<file path="src/design/van_pkg.sv">
`timescale 1ns / 1ps

package van_pkg;

  localparam int CompWidth    = 16;
  localparam int CordicSteps  = 24;
  localparam int CorWidth     = 44;
  localparam int ZWidth       = 26;
  localparam int SqrtBits     = 64;
  localparam int SqrtPerStage = 4;

  typedef struct packed {
    logic [CompWidth-1:0] a_x;
    logic [CompWidth-1:0] a_y;
    logic [CompWidth-1:0] a_z;
    logic [CompWidth-1:0] b_x;
    logic [CompWidth-1:0] b_y;
    logic [CompWidth-1:0] b_z;
  } in_word_t;

  typedef struct packed {
    logic [16:0] angle_norm;
    logic        degenerate;
  } out_word_t;

  typedef struct packed {
    logic valid;
    logic degenerate;
    logic dneg;
  } flags_t;

  function automatic logic signed [ZWidth-1:0] atan_val(input int i);
    logic signed [ZWidth-1:0] t;
    case (i)
      0: t = 26'sd4194304;  1: t = 26'sd2476042;  2: t = 26'sd1308273;
      3: t = 26'sd664100;   4: t = 26'sd333339;   5: t = 26'sd166832;
      6: t = 26'sd83436;    7: t = 26'sd41721;    8: t = 26'sd20861;
      9: t = 26'sd10430;    10: t = 26'sd5215;    11: t = 26'sd2608;
      12: t = 26'sd1304;    13: t = 26'sd652;     14: t = 26'sd326;
      15: t = 26'sd163;     16: t = 26'sd81;      17: t = 26'sd41;
      18: t = 26'sd20;      19: t = 26'sd10;      20: t = 26'sd5;
      21: t = 26'sd3;       22: t = 26'sd1;       23: t = 26'sd1;
      default: t = '0;
    endcase
    return t;
  endfunction

endpackage

</file>
<file path="src/design/van_sqrt.sv">
`timescale 1ns / 1ps

// Normalize c2 by 4s, pipelined integer sqrt, scale x along.
module van_sqrt (
  input  logic            clk,
  input  logic            rst,
  input  logic            adv,
  input  van_pkg::flags_t in_flags,
  input  logic [47:0]     in_dmag,
  input  logic [63:0]     in_c2,
  output van_pkg::flags_t flags,
  output logic [95:0]     ux,
  output logic [31:0]     uy
);

  localparam int Steps  = van_pkg::SqrtBits / 2;
  localparam int Stages = Steps / van_pkg::SqrtPerStage;

  logic [63:0] c2n;
  logic [5:0]  m;
  logic [6:0]  lz;

  always_comb begin
    lz = 7'd64;
    for (int k = 0; k < 64; k++) begin
      if (in_c2[k]) begin
        lz = 7'(63 - k);
      end
    end
    m   = (in_c2 == '0) ? '0 : lz[6:1];
    c2n = in_c2 << {m, 1'b0};
  end

  van_pkg::flags_t fl [Stages + 1];
  logic [63:0]     rem [Stages + 1];
  logic [31:0]     root [Stages + 1];
  logic [95:0]     xs [Stages + 1];

  always_ff @(posedge clk) begin
    if (rst) begin
      fl[0].valid <= 1'b0;
    end else if (adv) begin
      fl[0].valid <= in_flags.valid;
    end
    if (adv) begin
      fl[0].degenerate <= in_flags.degenerate;
      fl[0].dneg       <= in_flags.dneg;
      rem[0]           <= c2n;
      root[0]          <= '0;
      xs[0]            <= 96'(in_dmag) << m;
    end
  end

  for (genvar g = 0; g < Stages; g++) begin : g_sq
    logic [63:0] r_n;
    logic [31:0] q_n;
    always_comb begin
      logic [65:0] trial;
      r_n = rem[g];
      q_n = root[g];
      for (int j = 0; j < van_pkg::SqrtPerStage; j++) begin
        trial = {2'b0, r_n} - ({32'b0, q_n, 2'b01} << (62 - 2 * (g * van_pkg::SqrtPerStage + j)));
        if (!trial[65]) begin
          r_n = trial[63:0];
          q_n = {q_n[30:0], 1'b1};
        end else begin
          q_n = {q_n[30:0], 1'b0};
        end
      end
    end
    always_ff @(posedge clk) begin
      if (rst) begin
        fl[g + 1].valid <= 1'b0;
      end else if (adv) begin
        fl[g + 1].valid <= fl[g].valid;
      end
      if (adv) begin
        fl[g + 1].degenerate <= fl[g].degenerate;
        fl[g + 1].dneg       <= fl[g].dneg;
        rem[g + 1]           <= r_n;
        root[g + 1]          <= q_n;
        xs[g + 1]            <= xs[g];
      end
    end
  end

  assign flags = fl[Stages];
  assign ux    = xs[Stages];
  assign uy    = root[Stages];

  logic unused;
  assign unused = ^rem[Stages];

endmodule

</file>
<file path="config.mk">
export PLATFORM = sky130hd
export DESIGN_NAME = van_sqrt
export DESIGN_NICKNAME = d
export VERILOG_FILES = /design/src/design/van_pkg.sv /design/src/design/van_sqrt.sv
export SDC_FILE = /design/constraint.sdc
export NUM_CORES = 2
export LEC_CHECK = 0
export BUFFER_PORTS_ARGS = -buffer_cell sky130_fd_sc_hd__buf_2
export CAP_MARGIN = 20
export CORE_MARGIN = 2
export CORE_UTILIZATION = 55
export DETAILED_ROUTE_END_ITERATION = 8
export PLACE_DENSITY_LB_ADDON = 0.2
export SLEW_MARGIN = 10
export SYNTH_ARGS = -nofsm -noshare
export SYNTH_HDL_FRONTEND = slang
export SYNTH_SLANG_ARGS = --single-unit
</file>
<file path="constraint.sdc">
create_clock -name clk -period 15.21 [get_ports clk]
set_input_delay 1.521 -clock clk [delete_from_list [all_inputs] [get_ports clk]]
set_output_delay 1.521 -clock clk [all_outputs]
set_load 0.01 [all_outputs]
</file>
==> impl_results.md <==
* Status: completed
* Final #Nets at ~11k
* Slew Viols, Final at 0
* H-tree depth at 4
* Fin cells at approximately 13k
* Min-Delay Path Class: reg2reg
* Post-Synth Simple-Gate Area at 0.165
* Top FF cell, synth: edfxtp_1
* Mapped Cells at ~10k
* CTS Buffer Depth at 3
* Final-layout fill cell count at around 15k
* Post-CTS Hold Fix Bufs at 0
* Final Critical Period at between 10000 and 15000 ps
* 1st-pass router iterations at 6
* CTS tree: built
* Unrepaired setup endpoints after global routing: no
* Final Skew at roughly 74 ps
* Synth Area in XOR/XNOR at 0.0665
* Post-synthesis sequential area ratio at 0.461
* Placed Area at roughly 100000 um2
* Post-synthesis mux area share at 0.0385
* DR vias/cell at 6.38
* Overall routing resource usage at 0.321
* Gpl congestion at roughly 1
* Fin. Hold Viols at 0
* Antenna violations before repair at 47
* First-pass GRT wire length at about 460000 um
* Root Driver: clkbuf_16
* Pin count of the biggest net entering global routing at between 150 and 200
* Final setup fails at 0
* Worst-path clk slew at around 60 ps
* Slowest cell on crit path: o211ai_1
* Die width at 432 um
* Core Box Area at between 150000 and 200000 um2
* Cell mode on critical path: a21o_1
* Drt wl/cell at 24.4 um
* Library cells used by synthesis at roughly 140
* Die footprint at around 190000 um2
* Top-area cell type share of the netlist area at 0.461
* Setup TNS Final at 0 ps
* P_leak at approximately 43 nW
* Most frequent cells in the layout: 1547 x edfxtp_1, 892 x nor2_1, 861 x nand2_1, 824 x a21oi_1, 525 x ha_1
* HPWL Detailed at 237000 um
* Final period utilization at 0.927
* Layout area overhead at 8.88%
* Post-synthesis register bit count at approximately 1.5k
* Multi-input logic area at 51600 um2
* Layout cells sized above 1 at 0.0885
* Post-route design area at approximately 110000 um2
* Clock insertion delay at the later pin of the skew report at approximately 820 ps
* Setup Crit Path Kind: reg2reg
* Register Area at 46500 um2
* Placed cell count at 12.3k
* Buffers & Inverters on Critical Path at 6
* Boundary pin count at 249
* Post-Synthesis Cell Area at between 100000 and 150000 um2
* CTS Buf Count at ~150
* Worst EP required at 15710 ps
* Area contributors post-synth: edfxtp_1 46%, ha_1 6.5%, xnor2_1 4.2%, a21oi_1 4.1%, nor2_1 3.3%
* Pwr dens at between 200 and 250 nW/um2
* Global route overflow at 0
* Type of destination of the critical path: flip-flop
* Asr flop ratio synth at 0
* Row count at between 150 and 200
* Avg Inst Size Synth at roughly 10 um2
* Area leader, netlist: edfxtp_1
* Port Buf Inserts at 248
* Type of origin of the critical path: flip-flop
* Initial Util at 0.552
* Critical path fanouts, max at about 40
* Max Freq at between 70 and 80 MHz
* DRC viols at 0
* Combinational family with the most area after synthesis: compound AO/OA/AOI/OAI gates
* Compound-Gate Fraction of Synth Area at 0.175
* Post-synthesis adder-cell area fraction at 0.0651
* Vias at just over 80k
* Slew headroom at 0.221
* Vias in the first global route at between 70k and 80k
* Max-cap violations at 0
* CTS sink count at 1547
* Arr. time, crit path at ~15000 ps
* Die Y at ~430 um
* Commonest non-fill, non-tap cell in the layout: edfxtp_1
* Max stage delay on crit path at 630 ps
* Peak supply drop at ~0.35 mV
* Number of synthesized flops with an enable pin at roughly 1.5k
* Routed WL at about 310000 um
* Syn. warnings at 0
* Overall power at between 20 and 30 mW
* Critical path's top delay family: compound AO/OA/AOI/OAI gates
* Final ANT Viol Nets at 0
* Drt initial violations at between 8k and 9k
* Worst Max-Slew Pin Slew at around 1200 ps
==> per-layer routing <==
| metal | up-vias | global-route usage | part of all wire | wire length (um) |
|---|---|---|---|---|
| li1 | 37900 | - | - | - |
| met1 | 39000 | 0.444 | 0.43 | 133000 |
| met2 | 3244 | 0.517 | 0.46 | 143000 |
| met3 | 593 | 0.0402 | 0.066 | 20400 |
| met4 | 12 | 0.122 | 0.038 | 11700 |
| met5 | - | 0 | 0.00026 | 80 |
==> report_power, final <==
group / switching (mW) / total [mW] / internal [mW]
Clock: 1.68 / 3.84 / 2.15
Sequential: 0.378 / 6.03 / 5.65
Combinational: 9.82 / 16.0 / 6.19
Total: 11.9 / 25.9 / 14.0
==> flip-flops by register name, summed over array words and instances (netlist names) <==
signal	count
fl	27
rem	512
root	144
xs	864
==> metrics by stage <==
stage                util  hold WS [ps]  setup WS [ps]
global route        0.601           375            134
detailed placement  0.572           405            919
finish              0.601           382           1110
floorplan               -           400           2840
global placement    0.572           400           1020
CTS                 0.600           376            829
==> synth_stat cells, types with 50 or more instances <==
cell and n:
nor4_1 90, o21a_1 86, edfxtp_1 1547, xor2_1 273, clkbuf_1 264, nor2_1 896
nor3_1 241, a21o_1 310, mux2i_1 229, a21oi_1 825, o211ai_1 81, inv_1 354
o21bai_1 79, a211oi_1 107, o21ai_0 468, and3_1 99, o31ai_1 83, or3_1 96
nand4_1 148, mux2_2 94, nand2b_1 102, or2_2 50, and2_1 104, xnor2_1 485
nand3_1 251, nand2_1 863, a31oi_1 105, nor2b_1 106, ha_1 525
==> timing repair <==
| action | 4_1_cts | 5_1_grt |
|---|---|---|
| endpoints found under the setup margin | 0 | 56 |
| resized for setup | 0 | 7 |
| buffers inserted | 0 | 0 |
==> kinds of logic (layout without fill, tap and decap cells) <==
kind of cell / Yosys count / in the layout
compound gates: 2694 / 2694
other cells: 1 / 59
xor+xnor: 762 / 762
simple gates: 3330 / 3330
mux: 357 / 357
buf+inv: 737 / 993
flops: 1547 / 1547
fa+ha+maj: 525 / 525
==> worst paths after layout <==
path / cells past startpoint / end / slack [ps] / from
setup / recovery: 55 / rem[0][411] / 1110 / root[0][160]
hold reg to reg: 0 / xs[4][79] / 380 / xs[3][175]
hold / removal: 0 / xs[4][79] / 380 / xs[3][175]
setup reg to reg: 55 / rem[0][411] / 1110 / root[0][160]
==> final cells by class <==
cell class / count / area share
diodes: 41 / 0.000934
clock inverters: 105 / 0.0107
multi-input cells: 7686 / 0.470
repair buffers: 347 / 0.0193
inverters: 366 / 0.0126
well taps: 2385 / 0.0272
flip-flops and latches: 1547 / 0.423
clock buffers: 175 / 0.0360
==> worst reg2reg max path: cells and delay by family (launching register included) <==
family                   cells  cell delay, ps
multiplexers                 2             840
buffers and inverters        6            1760
adder cells (fa/ha/maj)      4            1500
AND/OR/NAND/NOR             14            2530
flip-flops                   1             380
AO/OA/AOI/OAI               29            6790
(Power assumes the default switching activity.)
